===== src/rtl/dmtc_pkg.sv =====
// ----------------------------------------------------------------------------
// dmtc_pkg
// Shared types and constants for the direct-mapped cache tag check block.
// ----------------------------------------------------------------------------
package dmtc_pkg;

   // defaults for the top-level parameters
   localparam int DEF_MAX_LINES  = 1024;
   localparam int DEF_ADDR_WIDTH = 32;

   // fixed field widths
   localparam int ADDR_W     = 32;
   localparam int CNT_W      = 32;
   localparam int OFFSET_W   = 5;
   localparam int INDEX_W    = 4;
   localparam int SHIFT_W    = 6;
   localparam int IDX_RAW_W  = 15;
   localparam int CSR_DATA_W = 32;
   localparam int CSR_ADDR_W = 3;

   // reduction of the index modulo the line count
   localparam int RECIP_SHIFT = 16;
   localparam int RECIP_W     = 17;
   localparam int LINES_W     = 17;
   localparam int PROD_W      = IDX_RAW_W + RECIP_W;
   localparam int REM_W       = LINES_W + 1;

   // register reset values
   localparam logic [OFFSET_W-1:0] OFFSET_RESET = OFFSET_W'(5);
   localparam logic [INDEX_W-1:0]  INDEX_RESET  = INDEX_W'(4);

   // register select, taken from paddr bit 2
   typedef enum logic {
      REG_OFFSET = 1'b0,
      REG_INDEX  = 1'b1
   } csr_reg_type;

   typedef enum logic [2:0] {
      ST_CLEAR,
      ST_IDLE,
      ST_QUOT,
      ST_REM,
      ST_FIX,
      ST_READ,
      ST_CHECK,
      ST_DONE
   } ctrl_state_type;

   typedef struct packed {
      logic load;
      logic quot;
      logic rem;
      logic fix;
      logic read;
      logic check;
      logic publish;
      logic clear;
   } dp_cmd_type;

   typedef struct packed {
      logic clr_last;
      logic out_free;
   } dp_status_type;

endpackage


===== src/rtl/dmtc_csr.sv =====
// ----------------------------------------------------------------------------
// dmtc_csr
// Geometry registers behind the APB-style configuration port.
// ----------------------------------------------------------------------------
module dmtc_csr (
   input  logic                                clock,
   input  logic                                reset,
   input  logic                                psel,
   input  logic                                penable,
   input  logic                                pwrite,
   input  logic [dmtc_pkg::CSR_ADDR_W-1:0]     paddr,
   input  logic [dmtc_pkg::CSR_DATA_W-1:0]     pwdata,
   output logic [dmtc_pkg::CSR_DATA_W-1:0]     prdata,
   output logic                                pready,
   output logic [dmtc_pkg::OFFSET_W-1:0]       offset_bits,
   output logic [dmtc_pkg::INDEX_W-1:0]        index_bits
);

   logic [dmtc_pkg::OFFSET_W-1:0] offset_ff, offset_in;
   logic [dmtc_pkg::INDEX_W-1:0]  index_ff, index_in;
   logic                          wr_en;
   dmtc_pkg::csr_reg_type         sel;

   assign pready = 1'b1;
   assign wr_en  = psel && penable && pwrite && pready;
   assign sel    = dmtc_pkg::csr_reg_type'(paddr[2]);

   always_comb begin
      offset_in = offset_ff;
      index_in  = index_ff;
      if (wr_en) begin
         unique case (sel)
            dmtc_pkg::REG_OFFSET: offset_in = pwdata[dmtc_pkg::OFFSET_W-1:0];
            dmtc_pkg::REG_INDEX:  index_in  = pwdata[dmtc_pkg::INDEX_W-1:0];
            default: ;
         endcase
      end
   end

   always_comb begin
      unique case (sel)
         dmtc_pkg::REG_OFFSET:
            prdata = dmtc_pkg::CSR_DATA_W'(offset_ff);
         dmtc_pkg::REG_INDEX:
            prdata = dmtc_pkg::CSR_DATA_W'(index_ff);
         default:
            prdata = '0;
      endcase
   end

   always_ff @(posedge clock) begin
      if (reset) begin
         offset_ff <= dmtc_pkg::OFFSET_RESET;
         index_ff  <= dmtc_pkg::INDEX_RESET;
      end else begin
         offset_ff <= offset_in;
         index_ff  <= index_in;
      end
   end

   assign offset_bits = offset_ff;
   assign index_bits  = index_ff;

endmodule


===== config.mk =====
export PLATFORM = sky130hd
export DESIGN_NAME = dmtc_csr
export DESIGN_NICKNAME = d
export VERILOG_FILES = /design/src/rtl/dmtc_pkg.sv /design/src/rtl/dmtc_csr.sv
export SDC_FILE = /design/constraint.sdc
export NUM_CORES = 1
export LEC_CHECK = 0
export ABC_CLOCK_PERIOD_IN_PS = 800
export BUFFER_PORTS_ARGS = -buffer_cell sky130_fd_sc_hd__buf_2
export CAP_MARGIN = 25
export CELL_PAD_IN_SITES_DETAIL_PLACEMENT = 1
export CELL_PAD_IN_SITES_GLOBAL_PLACEMENT = 2
export CORE_MARGIN = 3
export CORE_UTILIZATION = 13
export DETAILED_ROUTE_END_ITERATION = 10
export GPL_TIMING_DRIVEN = 0
export MAX_ROUTING_LAYER = met4
export PLACE_DENSITY = 0.85
export REMOVE_ABC_BUFFERS = 1
export SYNTH_ARGS = -nofsm -noshare
export SYNTH_HDL_FRONTEND = slang
export SYNTH_SLANG_ARGS = --single-unit

===== constraint.sdc =====
create_clock -name clock -period 0.8 [get_ports clock]
set_input_delay 0.04 -clock clock [delete_from_list [all_inputs] [get_ports clock]]
set_output_delay 0.04 -clock clock [all_outputs]
set_load 0.02 [all_outputs]

==> impl_metrics.ini <==
[cells_and_area]
utilization_pct = 21.4
layout.cells.non_filler = 175
multi_input_area_um2 = 387
layout_commonest_cell = conb_1
drive_above_1_share_pct = 53.7
n_antenna_cell = 0
layout_common_cells = 28 x conb_1, 23 x buf_6, 10 x buf_2
final_nets = 149
design_area_um2 = 1040
regArea_um2 = 191
n_fill_cell = 576
areaGrowthSynthToFinish_pct = 54.6

[placed_design]
dp_slack_ns = -0.206
dpl.cell_count = 159
gp_congestion = 0.592
hpwl_mm = 1.19
port_buffers = 24
place_area_um2 = 737

[yosys]
synth.area.top_cells = buf_4 31%, dfxtp_1 27%, mux2i_1 13%
syn_inst = 73
syn_area_per_cell_um2 = 9.20
synth_top_cell_by_area = buf_4
yosysWarnings = 0
ys_ff_latch = 9
synth_cell_types = 12
syn_area_um2 = 672
synth_top_area_share_pct = 31.3
synth-seq-area-share_pct = 26.8

[floorplan]
die_w_um = 77.9
coreArea_um2 = 4850
io_pins = 82
die_h_um = 77.9
rows = 25
initial_utilization_pct = 13.9
dieArea_um2 = 6070

[worst_setup_path]
path_max_fanout = 2
path_class = flip-flop to primary output
cpPeakStageDelay_ns = 0.32
startpoint_type = flip-flop
cp-end-kind = primary output
r2r_slack_ns = 0
cp_data_arrival_time_ns = 0.95
worstPathCellList = mux2_4, buf_6
crit_path_top_delay_cell = dfxtp_2
cp.required_ns = 0.76

[clock_tree]
clk_pin_slew_worst_paths_ns = 0.05
cts_max_path_buffers = 2
cts_tree = built
htree_levels = 1
root_buffer = clkbuf_8
numCtsBuffers = 3
cts_sinks = 9
clock_latency_ns = 0.23

[drt]
drtIter0Drc = 4
routed_wl_mm = 1.68
ant_nets = 0
dr_total_vias = 514
drc_errors = 0
firstDrtPassIters = 2
vias_per_cell = 2.94
wl_per_cell_um = 9.59

[outcome]
status = finished with violations
violations = setup timing

[timing]
finClkSkew_ns = 0
rsz0062_at_grt = yes
final.setup.worst_slack_ns = -0.187
fmax_ghz = 1.01
period_needed_ns = 0.987
finalHoldViolations = 0
setup_violations = 14
drv_slew = 0
layout_worst_path_cycle_share_pct = 123

[hold_path]
worstHoldPathType = input port to flip-flop

[pwr]
ir_worst_vdd_v = 0.000350
p_leak_nw = 0.510
p_per_area_nw_per_um2 = 1270

[run]
maxCapViolCount = 0

[grt]
grt_pass1_wl_mm = 2.62
grtUsageTotal_pct = 5.75
grt_max_degree = 16
grt_pass1_vias = 522
antenna_found_initial = 0
grt.overflow.total = 0
[report_power, final]
part	switching [mW]	internal [mW]	leakage [nW]	total, mW
logic	0.205	0.109	0.413	0.314
registers	0.00637	0.461	0.0745	0.468
clock network	0.187	0.348	0.0228	0.535
[cells in the mapped netlist]
library cell   n
conb_1         2
mux2i_1        9
buf_6          2
and2b_2        1
buf_4         28
and4b_1        1
clkbuf_1       1
dfxtp_1        9
mux2_2         4
nand2b_1      10
nand4_2        1
nor2_1         5
[critical path, delay by kind of cell, from the launching register on]
kind | cells | cell delay [ns]
buffers and inverters | 1 | 0.13
DFF | 1 | 0.32
muxes | 1 | 0.26
[flip-flops by register name (all words and copies together) (netlist names)]
| name | cells |
|---|---|
| index_bits | 4 |
| offset_bits | 5 |
[repair_timing]
action	in CTS	in global routing
endpoints found under the hold margin	0	0
hold buffers	0	0
buffers inserted	10	4
endpoints found under the setup margin	10	19
pin swaps	0	1
resized for setup	46	11
[per-layer routing]
metal	wire [um]	up-vias	part of all wire, %	track usage, %
met5	0	-	0	-
met2	858	28	51	9.76
met3	129	2	7.7	1.51
li1	-	250	-	-
met1	682	234	41	6.49
met4	8	0	0.48	2.10
[cell families (layout without fill, tap and decap cells)]
family                 count (synthesis)  count (layout)  synth area share (%)
other                                  2              28                  1.12
AND/OR/NAND/NOR                       18              18                  16.8
flip-flops                             9               9                  26.8
buffers and inverters                 31              40                  35.2
multiplexers                          13              13                  20.1
[per-stage QoR]
step	TNS (ns)	hold WS, ns	total power [mW]
final	-1.17	0.0643	1.32
after global routing	-1.56	0.0873	1.39
after CTS	-1.24	0.0663	1.31
after detailed placement	-1.01	0.318	0.723
after global placement	-0.933	0.307	0.721
after floorplan	0	0.191	0.656
[cell type report]
cell class,instances,area share (%)
multi-input cells,59,37.2
repair buffers,36,31.9
flip-flops and latches,9,18.4
well taps,67,8.07
clock buffers,4,4.34
[path summary, 6_finish.rpt]
kind / from / end / cells after the start
worst max-delay path: index_bits[1] / prdata[1] / 2
worst min-delay path: pwdata[4] / offset_bits[4] / 3
worst max register to register: offset_bits[2] / offset_bits[2] / 4
worst min register to register: index_bits[0] / index_bits[0] / 3
(Power assumes the default switching activity.)
