File: src/rtl/dmtc_pkg.sv
// ----------------------------------------------------------------------------
// dmtc_pkg
// Shared types and constants for the direct-mapped cache tag check block.
// ----------------------------------------------------------------------------
package dmtc_pkg;

   // defaults for the top-level parameters
   localparam int DEF_MAX_LINES  = 1024;
   localparam int DEF_ADDR_WIDTH = 32;

   // fixed field widths
   localparam int ADDR_W     = 32;
   localparam int CNT_W      = 32;
   localparam int OFFSET_W   = 5;
   localparam int INDEX_W    = 4;
   localparam int SHIFT_W    = 6;
   localparam int IDX_RAW_W  = 15;
   localparam int CSR_DATA_W = 32;
   localparam int CSR_ADDR_W = 3;

   // reduction of the index modulo the line count
   localparam int RECIP_SHIFT = 16;
   localparam int RECIP_W     = 17;
   localparam int LINES_W     = 17;
   localparam int PROD_W      = IDX_RAW_W + RECIP_W;
   localparam int REM_W       = LINES_W + 1;

   // register reset values
   localparam logic [OFFSET_W-1:0] OFFSET_RESET = OFFSET_W'(5);
   localparam logic [INDEX_W-1:0]  INDEX_RESET  = INDEX_W'(4);

   // register select, taken from paddr bit 2
   typedef enum logic {
      REG_OFFSET = 1'b0,
      REG_INDEX  = 1'b1
   } csr_reg_type;

   typedef enum logic [2:0] {
      ST_CLEAR,
      ST_IDLE,
      ST_QUOT,
      ST_REM,
      ST_FIX,
      ST_READ,
      ST_CHECK,
      ST_DONE
   } ctrl_state_type;

   typedef struct packed {
      logic load;
      logic quot;
      logic rem;
      logic fix;
      logic read;
      logic check;
      logic publish;
      logic clear;
   } dp_cmd_type;

   typedef struct packed {
      logic clr_last;
      logic out_free;
   } dp_status_type;

endpackage

File: src/rtl/dmtc_ctrl.sv
// ----------------------------------------------------------------------------
// dmtc_ctrl
// Sequencer: clearing pass after reset, then one lookup at a time.
// ----------------------------------------------------------------------------
module dmtc_ctrl (
   input  logic                    clock,
   input  logic                    reset,
   input  logic                    req_valid,
   output logic                    req_stall,
   input  dmtc_pkg::dp_status_type status,
   output dmtc_pkg::dp_cmd_type    cmd
);

   dmtc_pkg::ctrl_state_type state_ff, state_in;

   always_comb begin
      state_in = state_ff;
      unique case (state_ff)
         dmtc_pkg::ST_CLEAR: if (status.clr_last) state_in = dmtc_pkg::ST_IDLE;
         dmtc_pkg::ST_IDLE:  if (req_valid) state_in = dmtc_pkg::ST_QUOT;
         dmtc_pkg::ST_QUOT:  state_in = dmtc_pkg::ST_REM;
         dmtc_pkg::ST_REM:   state_in = dmtc_pkg::ST_FIX;
         dmtc_pkg::ST_FIX:   state_in = dmtc_pkg::ST_READ;
         dmtc_pkg::ST_READ:  state_in = dmtc_pkg::ST_CHECK;
         dmtc_pkg::ST_CHECK: state_in = dmtc_pkg::ST_DONE;
         dmtc_pkg::ST_DONE:  if (status.out_free) state_in = dmtc_pkg::ST_IDLE;
         default:            state_in = dmtc_pkg::ST_CLEAR;
      endcase
   end

   always_comb begin
      cmd       = '0;
      req_stall = 1'b1;
      unique case (state_ff)
         dmtc_pkg::ST_CLEAR: cmd.clear = 1'b1;
         dmtc_pkg::ST_IDLE: begin
            req_stall = 1'b0;
            cmd.load  = req_valid;
         end
         dmtc_pkg::ST_QUOT:  cmd.quot    = 1'b1;
         dmtc_pkg::ST_REM:   cmd.rem     = 1'b1;
         dmtc_pkg::ST_FIX:   cmd.fix     = 1'b1;
         dmtc_pkg::ST_READ:  cmd.read    = 1'b1;
         dmtc_pkg::ST_CHECK: cmd.check   = 1'b1;
         dmtc_pkg::ST_DONE:  cmd.publish = status.out_free;
         default: ;
      endcase
   end

   always_ff @(posedge clock) begin
      if (reset) begin
         state_ff <= dmtc_pkg::ST_CLEAR;
      end else begin
         state_ff <= state_in;
      end
   end

endmodule

File: config.mk
export PLATFORM = sky130hd
export DESIGN_NAME = dmtc_ctrl
export DESIGN_NICKNAME = d
export VERILOG_FILES = /design/src/rtl/dmtc_pkg.sv /design/src/rtl/dmtc_ctrl.sv
export SDC_FILE = /design/constraint.sdc
export NUM_CORES = 1
export LEC_CHECK = 0
export BUFFER_PORTS_ARGS = -buffer_cell sky130_fd_sc_hd__buf_2
export CORE_AREA = 2 2 39 41
export CTS_CLUSTER_DIAMETER = 40
export DETAILED_ROUTE_END_ITERATION = 6
export DIE_AREA = 0 0 41 43
export GPL_TIMING_DRIVEN = 1
export PLACE_DENSITY_LB_ADDON = 0.12
export SLEW_MARGIN = 10
export SYNTH_ARGS = -nofsm -noshare
export SYNTH_HDL_FRONTEND = slang
export SYNTH_SLANG_ARGS = --single-unit
File: constraint.sdc
create_clock -name clock -period 1.8 [get_ports clock]
set_input_delay 0.36 -clock clock [delete_from_list [all_inputs] [get_ports clock]]
set_output_delay 0.36 -clock clock [all_outputs]
set_load 0.005 [all_outputs]
==> results of run 1 <==
## metrics by stage
step | std cells | util | hold slack [ns] | setup WS (ns)
after floorplan | 27 | - | 0.429 | 0.656
after global placement | 53 | 0.211 | 0.572 | 0.502
after detailed placement | 53 | 0.211 | 0.570 | 0.471
after CTS | 57 | 0.230 | 0.320 | 0.220
after global routing | 57 | 0.230 | 0.319 | 0.0931
final | 57 | 0.230 | 0.327 | 0.243
## synthesized netlist by cell type, drive strengths merged
cell type  instances
nor2               5
a21boi             1
a2111oi            1
nor3               2
nand2              3
buf                3
a21oi              1
o21ba              1
or2b               1
and3b              2
and3               1
nor3b              3
dfxtp              3
## logic make-up (layout without fill, tap and decap cells)
| group | count (synthesis) | count (layout) | share of synthesized area |
|---|---|---|---|
| AO/OA/AOI/OAI | 4 | 4 | 0.161 |
| AND/OR/NAND/NOR | 17 | 17 | 0.468 |
| flip-flops | 3 | 3 | 0.258 |
| buffers and inverters | 3 | 17 | 0.113 |
## metal layers
layer	track usage	share of wire	up-vias	wire, um
met4	0.0400	0	0	0
met1	0.0799	0.41	101	221
met5	0	0	-	0
met2	0.0969	0.47	9	251
li1	-	-	120	-
met3	0.0366	0.12	0	63
## final timing paths
check,endpoint,depth (start not counted),slack (ns),from
setup / recovery,cmd[7],3,0.24,state_ff[2]$_SDFFE_PP0P_
hold / removal,state_ff[0]$_SDFFE_PP0P_,2,0.33,reset
setup reg to reg,state_ff[1]$_SDFFE_PP0P_,3,0.65,state_ff[2]$_SDFFE_PP0P_
hold reg to reg,state_ff[2]$_SDFFE_PP0P_,2,0.66,state_ff[1]$_SDFFE_PP0P_
## worst max-delay path: cells and delay by family (launching register included)
kind	cells	cell delay, ns
buffers and inverters	1	0.12
flip-flops	1	0.52
AND/OR/NAND/NOR	2	0.34
## power groups by stage
stage | logic, mW | registers [mW] | clock network, mW
2_1_floorplan | 0.0446 | 0.0757 | 0
3_3_place_gp | 0.0473 | 0.0875 | 0
3_5_place_dp | 0.0471 | 0.0882 | 0
4_1_cts | 0.0472 | 0.0870 | 0.124
5_1_grt | 0.0520 | 0.0897 | 0.129
6_report | 0.0463 | 0.0871 | 0.116
## layout make-up
cell class	count	area [um2]	area share
clock buffers	4	26.3	0.0827
multi-input cells	21	146	0.461
flip-flops and latches	3	60.1	0.189
well taps	16	20.0	0.0630
repair buffers	13	65.1	0.205
==> flow_summary.json, run 1 <==
{
  "maxSlewViolCount": 0,
  "p_sw_frac": 0.270,
  "fmax_mhz": 642,
  "status": "finished, final reports clean",
  "post-route-drc-count": 0,
  "dp_hpwl_um": 413,
  "setup_viol": 0,
  "yosysTopAreaCell": "dfxtp_1",
  "arrival_ns": 1.20,
  "reg_top3": "state_ff (3)",
  "row_count": 14,
  "track_usage": 0.0691,
  "final_area_um2": 318,
  "nFillCells": 171,
  "internal-power_mw": 0.182,
  "worstMarginPinSlew_ns": 0.351,
  "crit_type": "flip-flop to output port",
  "cts_resized": 0,
  "num_io_pins": 14,
  "vias_per_cell": 4.04,
  "max-slew-margin-rel": 0.766,
  "clock_path_buffers": 2,
  "finalCritPeriodShare": 0.865,
  "num_antenna_cells": 0,
  "wl_um": 536,
  "final_cell_mix": "13 x buf_2, 4 x nor2_1, 3 x nand2_1, 3 x clkbuf_4, 3 x dfxtp_1",
  "period_minus_slack_ns": 1.56,
  "crit_fanout": 11,
  "first_global_vias": 207,
  "clock-root-buffer": "clkbuf_4",
  "hold_buffers": 0,
  "dieArea_mm2": 0.00176,
  "p_sw_mw": 0.0673,
  "hold_violations": 0,
  "cts.clk_slew.worst_paths_ns": 0.04,
  "ys_ff_latch": 3,
  "irDropWorstVdd_mv": 0.343,
  "first_iter_violations": 1,
  "start_kind": "flip-flop",
  "maxCapViolCount": 0,
  "wl_per_cell_um": 9.40,
  "power_frac_comb": 0.185,
  "cellLeakagePower_nw": 0.161,
  "rsz0062_at_grt": "false",
  "insertion_delay_ns": 0.23,
  "drive_gt1_frac": 0.512,
  "htreeDepth": 1,
  "synth_top_area_frac": 0.258,
  "fin_worst_skew_ns": 0.00179,
  "overflow": 0,
  "fp.dieH_um": 43,
  "post_synth_instance_area_um2": 233,
  "gp_congestion": 0.610,
  "cts_tree": "done",
  "cts_made_buffers": 3,
  "clkSinkCount": 3,
  "yosysSeqAreaShare": 0.258,
  "syn_avg_cell_area_um2": 8.62,
  "coreArea_mm2": 0.00138,
  "syn_nets": 32,
  "max_stage_delay_ns": 0.52,
  "hold_class": "input port to flip-flop",
  "cp.required_ns": 1.44,
  "layout_commonest_cell": "buf_2",
  "syn2layout_area_growth_pct": 36.6,
  "pwr-share-seq": 0.349,
  "synth.area.top_cells": "dfxtp_1 26%, and3b_2 8.6%, a2111oi_2 6.5%",
  "post_cts_buffers": 0,
  "clockPowerShare": 0.466,
  "finalNetCount": 47,
  "p_total_mw": 0.250,
  "synth_warnings": 0,
  "initial_core_util": 0.168,
  "largest_reg_flops": 3,
  "post_dp_cell_area_um2": 292,
  "synth_cell_types": 16,
  "vias": 230,
  "place.port_buffers": 13,
  "cp-end-kind": "output port",
  "synthCells": 27,
  "power-per-cell-area_mw_per_mm2": 786,
  "drtPass1Iterations": 2,
  "die_w_um": 41,
  "crit_path_cell_trace": "nor2_1 -> and3_1 -> buf_2",
  "top_register": "state_ff",
  "grt_start_max_net_pins": 13,
  "crit_slowest_cell": "dfxtp_1",
  "ant_nets": 0,
  "fin_tns_setup_ns": 0,
  "grt_pass1_wl_um": 821,
  "antenna_found_initial": 0
}
Note: power is estimated with default switching activity, not from simulation.
==> inputs of run 2 (changes only) <==
--- a/config.mk
+++ b/config.mk
@@ -7,6 +7,7 @@
 export LEC_CHECK = 0
 export BUFFER_PORTS_ARGS = -buffer_cell sky130_fd_sc_hd__buf_2
 export CORE_AREA = 2 2 39 41
+export CTS_BUF_LIST = sky130_fd_sc_hd__clkbuf_4 sky130_fd_sc_hd__clkbuf_8 sky130_fd_sc_hd__clkbuf_16
 export CTS_CLUSTER_DIAMETER = 40
 export DETAILED_ROUTE_END_ITERATION = 6
 export DIE_AREA = 0 0 41 43
==> run 2 against run 1 <==
  * Final area up 1.2%
  * Non-clock buffer count unchanged
  * Via count shrank 0.43%
  * Worst setup slack lost 0.0018 ns
  * Core utilization increased by 0.27 points
  * Routed wire length is 1.3% higher
  * Largest power group unchanged
==> flow_summary.json, run 2 (synthesis results as in run 1) <==
{
  "status": "finished, final reports clean",
  "cts_resized": 0,
  "cts_tree": "done",
  "crit_fanout": 11,
  "coreArea_mm2": 0.00138,
  "first_global_vias": 208,
  "irDropWorstVdd_mv": 0.347,
  "rsz0062_at_grt": "false",
  "vias": 229,
  "crit_type": "flip-flop to output port",
  "cts_made_buffers": 3,
  "wl_per_cell_um": 9.53,
  "power-per-cell-area_mw_per_mm2": 830,
  "place.port_buffers": 13,
  "vias_per_cell": 4.02,
  "post_cts_buffers": 0,
  "fin_tns_setup_ns": 0,
  "num_io_pins": 14,
  "overflow": 0,
  "antenna_found_initial": 0,
  "die_w_um": 41,
  "dp_hpwl_um": 413,
  "syn2layout_area_growth_pct": 38.2,
  "maxSlewViolCount": 0,
  "finalCritPeriodShare": 0.866,
  "layout_commonest_cell": "buf_2",
  "grt_start_max_net_pins": 13,
  "dieArea_mm2": 0.00176,
  "track_usage": 0.0721,
  "gp_congestion": 0.610,
  "max-slew-margin-rel": 0.766,
  "clkSinkCount": 3,
  "largest_reg_flops": 3,
  "num_antenna_cells": 0,
  "insertion_delay_ns": 0.23,
  "cp.required_ns": 1.44,
  "period_minus_slack_ns": 1.56,
  "worstMarginPinSlew_ns": 0.351,
  "fp.dieH_um": 43,
  "top_register": "state_ff",
  "row_count": 14,
  "crit_start": "state_ff[2]$_SDFFE_PP0P_",
  "clock_path_buffers": 2,
  "cts.clk_slew.worst_paths_ns": 0.04,
  "start_kind": "flip-flop",
  "first_iter_violations": 1,
  "ant_nets": 0,
  "finalNetCount": 47,
  "reg_top3": "state_ff (3)",
  "initial_core_util": 0.168,
  "fmax_mhz": 641,
  "hold_violations": 0,
  "hold_class": "input port to flip-flop",
  "arrival_ns": 1.20,
  "dp_slack_ns": 0.471,
  "wl_um": 543,
  "worst_slack_ns": 0.241,
  "maxCapViolCount": 0,
  "timing.rr.start": "state_ff[2]$_SDFFE_PP0P_",
  "post-route-drc-count": 0,
  "drtPass1Iterations": 2,
  "final_cell_mix": "13 x buf_2, 4 x nor2_1, 4 x clkbuf_4, 3 x nand2_1, 3 x dfxtp_1",
  "hold_buffers": 0,
  "clock-root-buffer": "clkbuf_4",
  "drive_gt1_frac": 0.537,
  "grt_pass1_wl_um": 834,
  "htreeDepth": 1,
  "fin_worst_skew_ns": 0.00318,
  "setup_viol": 0,
  "cellLeakagePower_nw": 0.164,
  "cp-end-kind": "output port",
  "hold_start": "reset"
}
==> run 2: metrics by stage <==
step / hold WS, ns / total power, mW / cell area, um2 / util / std cells
5_1_grt: 0.317 / 0.288 / 322 / 0.232 / 57
3_5_place_dp: 0.570 / 0.135 / 292 / 0.211 / 53
3_3_place_gp: 0.572 / 0.135 / 292 / 0.211 / 53
6_report: 0.323 / 0.267 / 322 / 0.232 / 57
2_1_floorplan: 0.429 / 0.120 / 233 / - / 27
4_1_cts: 0.314 / 0.277 / 322 / 0.232 / 57
==> run 2: final timing paths <==
path	end	slack, ns	depth (start not counted)
worst max-delay path	cmd[7]	0.24	3
worst min-delay path	state_ff[0]$_SDFFE_PP0P_	0.32	2
worst max register to register	state_ff[1]$_SDFFE_PP0P_	0.65	3
worst min register to register	state_ff[2]$_SDFFE_PP0P_	0.66	2
==> run 2: worst max-delay path, stage by stage, from the launching register on <==
cell and delay [ns]:
dfxtp_1 0.52, nor2_1 0.14, and3_1 0.20, buf_2 0.12
==> run 2: cell type report <==
class	count	area, um2
sequential	3	60.1
timing repair buffer	13	65.1
clock buffer	4	30.0
multi-input combinational	21	146
fill	173	1060
tap	16	20.0
==> run 2: per-layer routing <==
metal,track usage,share of wire,wire [um],vias to the layer above
met3,0.0366,0.12,63,0
met2,0.0969,0.48,260,9
met5,0,0,0,-
met4,0.0600,0,0,0
met1,0.0799,0.40,219,100
li1,-,-,-,120
==> run 2: report_power, final <==
part	total (mW)	switching (mW)	internal (mW)
Clock	0.133	0.0353	0.0981
Combinational	0.0463	0.0195	0.0268
Sequential	0.0871	0.0144	0.0726
Total	0.267	0.0692	0.198
==> inputs of run 3 (changes only) <==
--- a/config.mk
+++ b/config.mk
@@ -6,6 +6,8 @@
 export NUM_CORES = 1
 export LEC_CHECK = 0
 export BUFFER_PORTS_ARGS = -buffer_cell sky130_fd_sc_hd__buf_2
+export CELL_PAD_IN_SITES_DETAIL_PLACEMENT = 0
+export CELL_PAD_IN_SITES_GLOBAL_PLACEMENT = 2
 export CORE_AREA = 2 2 39 41
 export CTS_BUF_LIST = sky130_fd_sc_hd__clkbuf_4 sky130_fd_sc_hd__clkbuf_8 sky130_fd_sc_hd__clkbuf_16
 export CTS_CLUSTER_DIAMETER = 40
==> run 3 against run 2 <==
  * Via count increased by 3.1%
  * Global-route usage increased by 0.62 points
  * Routed wire length increased by 5.9%
  * Maximum frequency decreased by 1.9%
  * Sequential power up 0.7%
  * Largest cell class unchanged
  * Largest power group unchanged
==> flow_summary.json, run 3 (synthesis results as in run 1) <==
{
  "status": "finished, final reports clean",
  "crit_slowest_cell": "dfxtp_1",
  "fp.dieH_um": 43,
  "start_kind": "flip-flop",
  "cts_tree": "done",
  "drtPass1Iterations": 2,
  "worstMarginPinSlew_ns": 0.380,
  "coreArea_mm2": 0.00138,
  "nFillCells": 157,
  "initial_core_util": 0.168,
  "wl_um": 575,
  "critPathTopFamily": "flip-flops",
  "max-slew-margin-rel": 0.746,
  "cp.required_ns": 1.44,
  "irDropWorstVdd_mv": 0.416,
  "row_count": 14,
  "first_iter_violations": 5,
  "fin_worst_skew_ns": 0.000379,
  "final_cell_mix": "13 x buf_2, 4 x nor2_1, 4 x clkbuf_4, 3 x nand2_1, 3 x dfxtp_1",
  "holdPathStages": 2,
  "finalCritPeriodShare": 0.883,
  "post_cts_buffers": 0,
  "worst_slack_ns": 0.211,
  "finalNetCount": 47,
  "cts_resized": 0,
  "hold_buffers": 0,
  "hold_violations": 0,
  "hold_start": "reset",
  "top_register": "state_ff",
  "dp_slack_ns": 0.442,
  "p_total_mw": 0.264,
  "hold_class": "input port to flip-flop",
  "fin_tns_setup_ns": 0,
  "rrSetupSlack_ns": 0.64,
  "worstHoldEndpoint": "state_ff[0]$_SDFFE_PP0P_",
  "period_minus_slack_ns": 1.59,
  "cellLeakagePower_nw": 0.164,
  "gp_congestion": 0.652,
  "final_area_um2": 322,
  "die_w_um": 41,
  "maxCapViolCount": 0,
  "syn2layout_area_growth_pct": 38.2,
  "post_dp_cell_area_um2": 292,
  "track_usage": 0.0784,
  "dp_hpwl_um": 447,
  "cts.clk_slew.worst_paths_ns": 0.03,
  "drive_gt1_frac": 0.537,
  "dieArea_mm2": 0.00176,
  "r2r-end": "state_ff[1]$_SDFFE_PP0P_",
  "timing.rr.start": "state_ff[2]$_SDFFE_PP0P_",
  "fmax_mhz": 629,
  "r2r.worst_path.cells": 3,
  "antenna_found_initial": 0,
  "clock_path_buffers": 2,
  "wl_per_cell_um": 10.1,
  "maxSlewViolCount": 0,
  "first_global_vias": 215,
  "setup_viol": 0,
  "grt_pass1_wl_um": 890,
  "num_antenna_cells": 0,
  "place.port_buffers": 13,
  "overflow": 0,
  "hold_ws_ns": 0.328,
  "htreeDepth": 1,
  "stdcell_count": 57,
  "crit_fanout": 11,
  "ant_nets": 0,
  "dp.cells": 53,
  "crit_type": "flip-flop to output port",
  "cts_made_buffers": 3,
  "vias": 236,
  "max_stage_delay_ns": 0.54,
  "clkSinkCount": 3,
  "num_io_pins": 14,
  "insertion_delay_ns": 0.23,
  "cp-end-kind": "output port",
  "largest_reg_flops": 3,
  "reg_top3": "state_ff (3)",
  "rsz0062_at_grt": "false",
  "post-route-drc-count": 0,
  "grt_start_max_net_pins": 13,
  "clock-root-buffer": "clkbuf_4",
  "layout_commonest_cell": "buf_2",
  "power-per-cell-area_mw_per_mm2": 822,
  "vias_per_cell": 4.14,
  "final_util": 0.232,
  "crit_path_cell_trace": "nor2_1 -> and3_1 -> buf_2",
  "cp_num_buf_inv": 1,
  "arrival_ns": 1.23
}
-- run 3: cell counts in the layout (fill, tap and decap cells not counted) --
Identical to the previous run, type by type.
-- run 3: layer usage --
metal | up-vias | global-route usage | wire length [um]
li1 | 119 | - | -
met1 | 104 | 0.0935 | 247
met2 | 13 | 0.106 | 244
met3 | 0 | 0.0628 | 83
met4 | 0 | 0.0200 | 0
met5 | - | 0 | 0
-- run 3: final cells by class --
type / instances / area (um2) / share of cell area
tap: 16 / 20.0 / 0.0623
multi-input combinational: 21 / 146 / 0.455
clock buffer: 4 / 30.0 / 0.0934
timing repair buffer: 13 / 65.1 / 0.202
sequential: 3 / 60.1 / 0.187
-- run 3: worst max path at each step --
stage          slack (ns)                startpoint  endpoint  cells past startpoint
2_1_floorplan        0.66  state_ff[1]$_SDFFE_PP0P_    cmd[7]                      3
3_3_place_gp         0.47  state_ff[2]$_SDFFE_PP0P_    cmd[7]                      3
3_5_place_dp         0.44  state_ff[2]$_SDFFE_PP0P_    cmd[7]                      3
4_1_cts              0.20  state_ff[2]$_SDFFE_PP0P_    cmd[7]                      3
5_1_grt              0.08  state_ff[2]$_SDFFE_PP0P_    cmd[7]                      3
6_report             0.21  state_ff[2]$_SDFFE_PP0P_    cmd[7]                      3
-- run 3: worst reg2reg max path: stages (launching register included) --
cell	delay [ns]
dfxtp_1	0.54
or2b_1	0.26
a21boi_0	0.18
o21ba_1	0.13
-- run 3: report_power, final --
group,total [mW],internal [mW],switching (mW)
Sequential,0.0877,0.0727,0.0150
Combinational,0.0466,0.0268,0.0198
Clock,0.130,0.0979,0.0322
Total,0.264,0.197,0.0670
